## src/rtl/core/eiup_pkg.sv

```systemverilog
// Package for the Ethernet/IPv4/UDP header parser.
// Holds status codes, header offsets and the result item types.
// No dependencies.
package eiup_pkg;

  typedef enum logic [3:0] {
    ST_UDP         = 4'd0,
    ST_ARP         = 4'd1,
    ST_OTHER_ETH   = 4'd2,
    ST_BAD_VER     = 4'd3,
    ST_BAD_HLEN    = 4'd4,
    ST_TRUNC       = 4'd5,
    ST_TCP         = 4'd6,
    ST_ICMP        = 4'd7,
    ST_OTHER_PROTO = 4'd8,
    ST_RUNT        = 4'd9
  } status_t;

  localparam logic [15:0] ETH_IPV4 = 16'h0800;
  localparam logic [15:0] ETH_ARP  = 16'h0806;

  localparam logic [7:0] PROTO_ICMP = 8'd1;
  localparam logic [7:0] PROTO_TCP  = 8'd6;
  localparam logic [7:0] PROTO_UDP  = 8'd17;

  localparam logic [3:0] IP_VERSION4  = 4'd4;
  localparam logic [3:0] IP_MIN_WORDS = 4'd5;

  localparam logic [15:0] OFF_TYPE_HI  = 16'd12;
  localparam logic [15:0] OFF_TYPE_LO  = 16'd13;
  localparam logic [15:0] OFF_VER_IHL  = 16'd14;
  localparam logic [15:0] OFF_TLEN_HI  = 16'd16;
  localparam logic [15:0] OFF_TLEN_LO  = 16'd17;
  localparam logic [15:0] OFF_PROTO    = 16'd23;
  localparam logic [15:0] OFF_UDP_MIN  = 16'd24;
  localparam logic [15:0] OFF_SRC_FIRST = 16'd26;
  localparam logic [15:0] OFF_SRC_LAST  = 16'd29;
  localparam logic [15:0] OFF_SAT      = 16'hFFFF;

  localparam logic [15:0] ETH_HDR_BYTES = 16'd14;
  localparam logic [15:0] UDP_HDR_BYTES = 16'd8;
  localparam logic [15:0] UDP_PORT_HI   = 16'd0;
  localparam logic [15:0] UDP_PORT_LO   = 16'd1;
  localparam logic [15:0] UDP_LEN_HI    = 16'd4;
  localparam logic [15:0] UDP_LEN_LO    = 16'd5;

  localparam int NUM_COUNTERS = 5;
  localparam int CNT_UDP     = 0;
  localparam int CNT_TCP     = 1;
  localparam int CNT_ICMP    = 2;
  localparam int CNT_ARP     = 3;
  localparam int CNT_UNKNOWN = 4;

  localparam logic KIND_PAYLOAD = 1'b0;
  localparam logic KIND_SUMMARY = 1'b1;

  typedef struct packed {
    logic        kind;
    logic [7:0]  payload_byte;
    logic        end_of_run;
    status_t     status;
    logic [31:0] source_address;
    logic [15:0] source_port;
    logic [15:0] payload_length;
    logic [31:0] udp_total;
    logic [31:0] tcp_total;
    logic [31:0] icmp_total;
    logic [31:0] arp_total;
    logic [31:0] unknown_total;
  } result_t;

  // Up to two result items produced by one input item, item 0 first.
  typedef struct packed {
    logic [1:0]    count;
    result_t [1:0] item;
  } push_t;

endpackage

```

## src/rtl/core/eiup_parse.sv

```systemverilog
// Header parse stage: frame state, field capture, classification, counters.
// Produces up to two result items per accepted byte. Depends on eiup_pkg.
module eiup_parse
  import eiup_pkg::*;
(
  input  logic        clk,
  input  logic        rst,
  input  logic        accept,
  input  logic [7:0]  data_byte,
  input  logic        frame_start,
  input  logic        frame_end,
  input  logic [15:0] frame_length,
  output push_t       push
);

  logic [15:0] byte_offset;
  logic [15:0] wire_length;
  logic [15:0] ether_type;
  logic [3:0]  header_words;
  logic [7:0]  ip_len_hi;
  logic [31:0] src_address_reg;
  logic [15:0] src_port_reg;
  logic [15:0] udp_length;
  status_t     frame_status;
  logic [31:0] packet_counters [NUM_COUNTERS];

  logic [15:0] off;
  logic [15:0] wl;
  logic [15:0] et;
  logic [3:0]  hw;
  logic [7:0]  tl_hi;
  logic [31:0] src_a;
  logic [15:0] src_p;
  logic [15:0] ulen;
  status_t     st;
  status_t     fst;
  logic        active;
  logic        ipv4;
  logic        is_ip;
  logic        udp_live;
  logic        pay;
  logic [15:0] hdr;
  logic [15:0] plen;
  logic [16:0] pstart;
  logic [15:0] off_next;
  logic [31:0] cnt_next [NUM_COUNTERS];
  result_t     pay_item;
  result_t     sum_item;

  always_comb begin
    off   = frame_start ? '0 : byte_offset;
    wl    = frame_start ? frame_length : wire_length;
    et    = frame_start ? '0 : ether_type;
    hw    = frame_start ? '0 : header_words;
    tl_hi = frame_start ? '0 : ip_len_hi;
    src_a = frame_start ? '0 : src_address_reg;
    src_p = frame_start ? '0 : src_port_reg;
    ulen  = frame_start ? '0 : udp_length;
    st    = frame_start ? ST_UDP : frame_status;

    active   = off != OFF_SAT;
    ipv4     = 1'b0;
    udp_live = 1'b0;
    pay      = 1'b0;
    off_next = off;

    if (active && off == OFF_TYPE_HI) et[15:8] = data_byte;
    if (active && off == OFF_TYPE_LO) begin
      et[7:0] = data_byte;
      priority if (et == ETH_IPV4) st = ST_UDP;
      else if (et == ETH_ARP) st = ST_ARP;
      else st = ST_OTHER_ETH;
    end
    ipv4 = active && off > OFF_TYPE_LO && et == ETH_IPV4;
    if (ipv4 && off == OFF_VER_IHL) begin
      hw = data_byte[3:0];
      if (data_byte[7:4] != IP_VERSION4) st = ST_BAD_VER;
      else if (data_byte[3:0] < IP_MIN_WORDS) st = ST_BAD_HLEN;
    end
    hdr = ETH_HDR_BYTES + {10'd0, hw, 2'b00};
    if (ipv4 && off == OFF_TLEN_HI) tl_hi = data_byte;
    if (ipv4 && off == OFF_TLEN_LO && st == ST_UDP && wl < {tl_hi, data_byte}) begin
      st = ST_TRUNC;
    end
    if (ipv4 && off == OFF_PROTO && st == ST_UDP) begin
      unique case (data_byte)
        PROTO_UDP:  st = ST_UDP;
        PROTO_TCP:  st = ST_TCP;
        PROTO_ICMP: st = ST_ICMP;
        default:    st = ST_OTHER_PROTO;
      endcase
    end
    if (ipv4 && off >= OFF_SRC_FIRST && off <= OFF_SRC_LAST) begin
      src_a = {src_a[23:0], data_byte};
    end

    udp_live = ipv4 && off >= OFF_UDP_MIN && st == ST_UDP;
    if (udp_live) begin
      if (off == hdr + UDP_PORT_HI) src_p[15:8] = data_byte;
      if (off == hdr + UDP_PORT_LO) src_p[7:0]  = data_byte;
      if (off == hdr + UDP_LEN_HI)  ulen[15:8]  = data_byte;
      if (off == hdr + UDP_LEN_LO)  ulen[7:0]   = data_byte;
    end
    plen   = (ulen >= UDP_HDR_BYTES) ? ulen - UDP_HDR_BYTES : '0;
    pstart = {1'b0, hdr} + {1'b0, UDP_HDR_BYTES};
    pay    = udp_live && {1'b0, off} >= pstart && {1'b0, off} < pstart + {1'b0, plen};
    if (active) off_next = off + 16'd1;

    // frame end classification
    is_ip = et == ETH_IPV4 && off >= OFF_TYPE_LO;
    priority if (off < OFF_TYPE_LO) fst = ST_RUNT;
    else if (is_ip && off < OFF_SRC_LAST) fst = ST_RUNT;
    else if (is_ip && st == ST_UDP && off < hdr + UDP_LEN_LO) fst = ST_RUNT;
    else fst = st;

    cnt_next[CNT_UDP]     = packet_counters[CNT_UDP]
                            + {31'd0, frame_end && fst == ST_UDP};
    cnt_next[CNT_TCP]     = packet_counters[CNT_TCP]
                            + {31'd0, frame_end && fst == ST_TCP};
    cnt_next[CNT_ICMP]    = packet_counters[CNT_ICMP]
                            + {31'd0, frame_end && fst == ST_ICMP};
    cnt_next[CNT_ARP]     = packet_counters[CNT_ARP]
                            + {31'd0, frame_end && fst == ST_ARP};
    cnt_next[CNT_UNKNOWN] = packet_counters[CNT_UNKNOWN]
                            + {31'd0, frame_end && fst == ST_OTHER_ETH};

    pay_item              = '0;
    pay_item.kind         = KIND_PAYLOAD;
    pay_item.payload_byte = data_byte;
    pay_item.end_of_run   = !frame_end;
    pay_item.status       = ST_UDP;

    sum_item                = '0;
    sum_item.kind           = KIND_SUMMARY;
    sum_item.end_of_run     = 1'b1;
    sum_item.status         = fst;
    sum_item.source_address = (is_ip && fst != ST_RUNT) ? src_a : '0;
    sum_item.source_port    = (fst == ST_UDP) ? src_p : '0;
    sum_item.payload_length = (fst == ST_UDP) ? plen : '0;
    sum_item.udp_total      = cnt_next[CNT_UDP];
    sum_item.tcp_total      = cnt_next[CNT_TCP];
    sum_item.icmp_total     = cnt_next[CNT_ICMP];
    sum_item.arp_total      = cnt_next[CNT_ARP];
    sum_item.unknown_total  = cnt_next[CNT_UNKNOWN];

    push.count   = accept ? ({1'b0, pay} + {1'b0, frame_end}) : 2'd0;
    push.item[0] = pay ? pay_item : sum_item;
    push.item[1] = sum_item;
  end

  always_ff @(posedge clk) begin
    if (rst) begin
      byte_offset     <= '0;
      wire_length     <= '0;
      ether_type      <= '0;
      header_words    <= '0;
      ip_len_hi       <= '0;
      src_address_reg <= '0;
      src_port_reg    <= '0;
      udp_length      <= '0;
      frame_status    <= ST_UDP;
      for (int i = 0; i < NUM_COUNTERS; i++) packet_counters[i] <= '0;
    end else if (accept) begin
      wire_length <= wl;
      for (int i = 0; i < NUM_COUNTERS; i++) packet_counters[i] <= cnt_next[i];
      if (frame_end) begin
        byte_offset     <= '0;
        ether_type      <= '0;
        header_words    <= '0;
        ip_len_hi       <= '0;
        src_address_reg <= '0;
        src_port_reg    <= '0;
        udp_length      <= '0;
        frame_status    <= ST_UDP;
      end else begin
        byte_offset     <= off_next;
        ether_type      <= et;
        header_words    <= hw;
        ip_len_hi       <= tl_hi;
        src_address_reg <= src_a;
        src_port_reg    <= src_p;
        udp_length      <= ulen;
        frame_status    <= st;
      end
    end
  end

endmodule

```

## src/rtl/core/eiup_queue.sv

```systemverilog
// Result queue: takes up to two items per cycle, delivers one per handshake.
// Entries are registers; the head is read at the read pointer. Depends on eiup_pkg.
module eiup_queue
  import eiup_pkg::*;
#(
  parameter int DEPTH = 4
) (
  input  logic    clk,
  input  logic    rst,
  input  push_t   push,
  input  logic    ready,
  output result_t head,
  output logic    valid,
  output logic    room
);

  localparam int PW = $clog2(DEPTH);
  localparam int CW = $clog2(DEPTH + 1);

  result_t        entries [DEPTH];
  logic [PW-1:0]  rd_ptr;
  logic [PW-1:0]  wr_ptr;
  logic [CW-1:0]  count;
  logic [PW-1:0]  rd_ptr_next;
  logic [PW-1:0]  wr_ptr_inc;
  logic [PW-1:0]  wr_ptr_next;
  logic [CW-1:0]  count_next;
  logic           pop;

  function automatic logic [PW-1:0] ptr_inc(input logic [PW-1:0] p);
    return (p == PW'(DEPTH - 1)) ? '0 : p + PW'(1);
  endfunction

  assign valid = count != '0;
  assign room  = count <= CW'(DEPTH - 2);
  assign pop   = valid && ready;
  assign head  = entries[rd_ptr];

  always_comb begin
    wr_ptr_inc  = ptr_inc(wr_ptr);
    rd_ptr_next = pop ? ptr_inc(rd_ptr) : rd_ptr;
    unique case (push.count)
      2'd0:    wr_ptr_next = wr_ptr;
      2'd1:    wr_ptr_next = wr_ptr_inc;
      default: wr_ptr_next = ptr_inc(wr_ptr_inc);
    endcase
    count_next = count + CW'(push.count) - CW'(pop);
  end

  always_ff @(posedge clk) begin
    if (rst) begin
      rd_ptr <= '0;
      wr_ptr <= '0;
      count  <= '0;
    end else begin
      rd_ptr <= rd_ptr_next;
      wr_ptr <= wr_ptr_next;
      count  <= count_next;
    end
  end

  always_ff @(posedge clk) begin
    for (int i = 0; i < DEPTH; i++) begin
      if (push.count != 2'd0 && PW'(i) == wr_ptr) entries[i] <= push.item[0];
      if (push.count == 2'd2 && PW'(i) == wr_ptr_inc) entries[i] <= push.item[1];
    end
  end

endmodule

```

## src/rtl/core/ethernet_ipv4_udp_parser.sv

```systemverilog
// Ethernet/IPv4/UDP header parser, top level.
// Uses eiup_parse and eiup_queue; depends on eiup_pkg.
//
// Input stream s_*: one frame byte per item. s_tuser marks the first byte of
// a frame (frame length in s_tdata is taken then), s_tlast the last byte.
// Output stream m_*: m_tuser 0 is a UDP payload byte, 1 a frame summary with
// status, source address/port, payload length and the five packet counters.
// m_tlast is set on the last result caused by one input byte.
// Results of a byte are written into the result queue registers on accept.
// Throughput: one byte per cycle while s_tready is high. A byte can cause
// two results (last payload byte, summary), drained one per cycle on m_tready.
// s_tready is high while at most DEPTH-2 items wait in the result queue, so
// with the default depth of 4 input stalls once three items wait on a stalled
// receiver; bytes that cause no result pass until then.
// No result is dropped while m_tready is low.
// Reset (rst, synchronous) clears frame state, counters and the queue.
module ethernet_ipv4_udp_parser
  import eiup_pkg::*;
#(
  parameter int QUEUE_DEPTH = 4
) (
  input  logic         clk,
  input  logic         rst,
  input  logic         s_tvalid,
  output logic         s_tready,
  input  logic [23:0]  s_tdata,   // data_byte[7:0], frame_length[23:8]
  input  logic         s_tlast,   // frame_end
  input  logic         s_tuser,   // frame_start
  output logic         m_tvalid,
  input  logic         m_tready,
  // payload_byte[7:0], status[11:8], source_address[43:12], source_port[59:44],
  // payload_length[75:60], udp_total[107:76], tcp_total[139:108],
  // icmp_total[171:140], arp_total[203:172], unknown_total[235:204], zero pad
  output logic [239:0] m_tdata,
  output logic         m_tlast,   // end_of_run
  output logic         m_tuser    // kind
);

  logic    accept;
  logic    room;
  push_t   push;
  result_t head;

  assign s_tready = room;
  assign accept   = s_tvalid && s_tready;

  eiup_parse u_parse (
    .clk          (clk),
    .rst          (rst),
    .accept       (accept),
    .data_byte    (s_tdata[7:0]),
    .frame_start  (s_tuser),
    .frame_end    (s_tlast),
    .frame_length (s_tdata[23:8]),
    .push         (push)
  );

  eiup_queue #(
    .DEPTH (QUEUE_DEPTH)
  ) u_queue (
    .clk   (clk),
    .rst   (rst),
    .push  (push),
    .ready (m_tready),
    .head  (head),
    .valid (m_tvalid),
    .room  (room)
  );

  assign m_tlast = head.end_of_run;
  assign m_tuser = head.kind;
  assign m_tdata = {4'd0, head.unknown_total, head.arp_total, head.icmp_total,
                    head.tcp_total, head.udp_total, head.payload_length,
                    head.source_port, head.source_address, head.status,
                    head.payload_byte};

`ifndef SYNTHESIS
  a_summary_last: assert property (@(posedge clk) disable iff (rst)
    m_tvalid && m_tuser |-> m_tlast)
    else $error("summary item without end_of_run");

  a_summary_status: assert property (@(posedge clk) disable iff (rst)
    m_tvalid && m_tuser |-> m_tdata[11:8] <= 4'd9)
    else $error("summary status out of range");

  a_payload_clean: assert property (@(posedge clk) disable iff (rst)
    m_tvalid && !m_tuser |-> m_tdata[239:8] == '0)
    else $error("payload item carries summary fields");

  a_end_gives_result: assert property (@(posedge clk) disable iff (rst)
    accept && s_tlast |=> m_tvalid)
    else $error("frame end produced no result");
`endif

endmodule

```

## config.mk

```make
export PLATFORM = sky130hd
export DESIGN_NAME = ethernet_ipv4_udp_parser
export DESIGN_NICKNAME = d
export VERILOG_FILES = /design/src/rtl/core/eiup_pkg.sv /design/src/rtl/core/eiup_parse.sv /design/src/rtl/core/eiup_queue.sv /design/src/rtl/core/ethernet_ipv4_udp_parser.sv
export SDC_FILE = /design/constraint.sdc
export NUM_CORES = 2
export LEC_CHECK = 0
export ABC_AREA = 1
export BUFFER_PORTS_ARGS = -buffer_cell sky130_fd_sc_hd__buf_2
export CAP_MARGIN = 20
export CORE_MARGIN = 4
export CORE_UTILIZATION = 44
export CTS_CLUSTER_DIAMETER = 150
export DETAILED_ROUTE_END_ITERATION = 10
export PLACE_DENSITY = 0.57
export SYNTH_ARGS = -nofsm -noshare
export SYNTH_HDL_FRONTEND = slang
export SYNTH_SLANG_ARGS = --single-unit
```

## constraint.sdc

```tcl
create_clock -name clk -period 28.6 [get_ports clk]
set_clock_uncertainty 0.15 [all_clocks]
set_input_delay 1.43 -clock clk [delete_from_list [all_inputs] [get_ports clk]]
set_output_delay 1.43 -clock clk [all_outputs]
set_load 0.02 [all_outputs]
```

==> flow_metrics.env <==
export IMPL_wl_per_cell_um=19.52
export IMPL_rsz0062_at_grt="no"
export IMPL_placed_area_sq_mm=0.06430
export IMPL_grt_pass1_vias=45570
export IMPL_cts_hold_buf=0
export IMPL_place_ws_ns=11.96
export IMPL_start_kind="input port"
export IMPL_synth_cell_types=61
export IMPL_largest_reg_flops=952
export IMPL_post_cts_setup_buffer_count=0
export IMPL_grt_pass1_wl_um=270000
export IMPL_die_area_sq_mm=0.1470
export IMPL_ctsResizeCount=0
export IMPL_synth_seq_area_share_pct=58.09
export IMPL_rows=137
export IMPL_overflow=0
export IMPL_cp_end_kind="flip-flop"
export IMPL_cts_tree="built"
export IMPL_crit_fanout=73
export IMPL_antenna_found_initial=6
export IMPL_outcome="complete, no violations"
export IMPL_tns_ns=0
export IMPL_grt_usage_pct=23.66
export IMPL_hpwlAfterDp_um=102400
export IMPL_crit_arrival_ns=16.26
export IMPL_yosys_warnings=0
export IMPL_worst_slew_pin_slew_ns=1.147
export IMPL_hp_class="flip-flop to flip-flop"
export IMPL_maxCapViolations=0
export IMPL_vias=46730
export IMPL_setup_violations=0
export IMPL_die_height_um=383.5
export IMPL_viasPerCell=5.187
export IMPL_final_cell_mix="inv_1, nor2_1, nand2_1, edfxtp_1, o21ai_0"
export IMPL_synthFlopType="edfxtp_1"
export IMPL_yosysTopAreaCell="edfxtp_1"
export IMPL_clk_pin_slew_ns=0.06
export IMPL_clk_latency_ns=0.80
export IMPL_clockBufferDepth=3
export IMPL_synth_avg_cell_area_sq_um=8.974
export IMPL_period_share_pct=55.95
export IMPL_slew_headroom_pct=23.55
export IMPL_slew_viol_final=0
export IMPL_crit_required_ns=28.86
export IMPL_drt_iter0_drc=3905
export IMPL_final_min_clock_period_ns=16.00
export IMPL_ys_seq_elements=1249
export IMPL_start_util_pct=44.40
export IMPL_final_setup_worst_slack_ns=12.60
export IMPL_die_w_um=383.5
export IMPL_powerDensity_mw_per_mm2=79.32
export IMPL_num_io_pins=274
export IMPL_crit_path_top_delay_cell="buf_4"
export IMPL_cts_htree_levels=4
export IMPL_nets=7117
export IMPL_synth_area_leaders="edfxtp_1, inv_1, nor2_1, nand2_1, o21ai_0"
export IMPL_route_detailed_drc=0
export IMPL_clock_sinks=1249
export IMPL_utilization_pct=49.23
export IMPL_async_flop_share_pct=0
export IMPL_netlist_instances=6912
export IMPL_numPortBuffers=269
export IMPL_ant_nets=0
export IMPL_syn_area_sq_mm=0.06203
export IMPL_yosys_area_top_type_share_pct=53.35
export IMPL_crit_top_cell="nand2_1"
export IMPL_routed_wl_um=175800
export IMPL_synthToLayoutAreaGrowth_pct=10.88
export IMPL_synth_edff_count=1102
export IMPL_grt_max_degree=205
export IMPL_layout_drive_gt1_share_pct=8.596
export IMPL_slowest_delay_ns=0.91
export IMPL_place_congestion=0.9061
export IMPL_hold_viol=0
export IMPL_cts_buffers=140
export IMPL_fill_cells=13160
export IMPL_final_area_sq_mm=0.06878
export IMPL_core_area_sq_mm=0.1397
export IMPL_layout_commonest_cell="inv_1"
export IMPL_leakagePower_nw=29.69
export IMPL_drt_pass1_iter_count=6
export IMPL_cts_root_buf="clkbuf_16"
export IMPL_worstSetupPathType="input port to flip-flop"
export IMPL_vdd_ir_drop_max_v=0.00007567
export IMPL_fmax_mhz=62.49
cells by family (layout without fill, tap and decap cells):
logic type	count (synthesis)	in the layout	synth area share [%]
AND/OR/NAND/NOR	2753	2753	18.01
XOR/XNOR	144	144	2.033
flip-flops	1249	1249	58.09
buffers and inverters	1638	1854	11.03
adder cells (fa/ha/maj)	69	69	1.416
AO/OA/AOI/OAI	1058	1058	9.416
other	1	5	0.006045
layout make-up:
class	instances	area, sq um	area share [%]
Antenna cell	1	2.502	0.003638
Clock buffer	175	3686	5.359
Clock inverter	80	768.2	1.117
Inverter	1281	4831	7.024
Multi-Input combinational cell	4028	19270	28.02
Sequential cell	1249	36040	52.40
Tap cell	1876	2347	3.413
Timing Repair Buffer	318	1829	2.660
per-stage QoR:
stage | cells | hold slack [ns] | power [W]
2_1_floorplan | 6915 | 0.2709 | 0.003201
3_3_place_gp | 8751 | 0.3069 | 0.003734
3_5_place_dp | 8751 | 0.3110 | 0.003747
4_1_cts | 9006 | 0.3196 | 0.005509
5_1_grt | 9007 | 0.3474 | 0.005719
6_report | 9008 | 0.3185 | 0.005456
Yosys cell counts, drive strengths merged, types with 3 or more instances:
library cell	count
a31oi	13
nand2	1159
o211ai	6
a21oi	55
nand3	166
o31ai	4
clkinv	9
o221ai	4
o22ai	308
clkbuf	233
xor2	137
o21ai	650
inv	1272
xnor2	7
o32ai	3
a32o	3
nor4	21
buf	124
and2	3
edfxtp	1102
nand3b	3
or2	5
nand4	52
ha	67
nor2	1251
dfxtp	147
nor3	83
metal layers:
metal	vias to the layer above	GRT usage (%)	share of wire [%]
met5	-	0	0
met3	252	3.702	6.2
met2	1439	39.06	47
met1	22470	32.17	44
met4	0	7.404	2.9
li1	22570	-	-
report_power, final:
| group | switching [W] | total [W] | internal, W |
|---|---|---|---|
| logic | 0.00108 | 0.00145 | 0.000366 |
| registers | 0.0000778 | 0.00225 | 0.00217 |
| clock network | 0.000771 | 0.00176 | 0.000989 |
worst max-delay path, delay by kind of cell:
kind / cells / cell delay, ns
AND/OR/NAND/NOR: 38 / 7.17
buffers and inverters: 13 / 4.27
AO/OA/AOI/OAI: 7 / 1.97
adder cells (fa/ha/maj): 4 / 1.09
XOR/XNOR: 1 / 0.10
worst paths after layout:
path | start | to | slack [ns] | cells after the start
max | s_tuser | u_queue.entries[3][118]$_DFFE_PP_ | 12.60 | 63
max reg2reg | u_parse.byte_offset[6]$_SDFFE_PP0P_ | u_queue.entries[3][118]$_DFFE_PP_ | 13.96 | 60
min | u_parse.wire_length[0]$_SDFFE_PP0P_ | u_parse.wire_length[0]$_SDFFE_PP0P_ | 0.32 | 2
min reg2reg | u_parse.wire_length[0]$_SDFFE_PP0P_ | u_parse.wire_length[0]$_SDFFE_PP0P_ | 0.32 | 2
(Power assumes the default switching activity.)
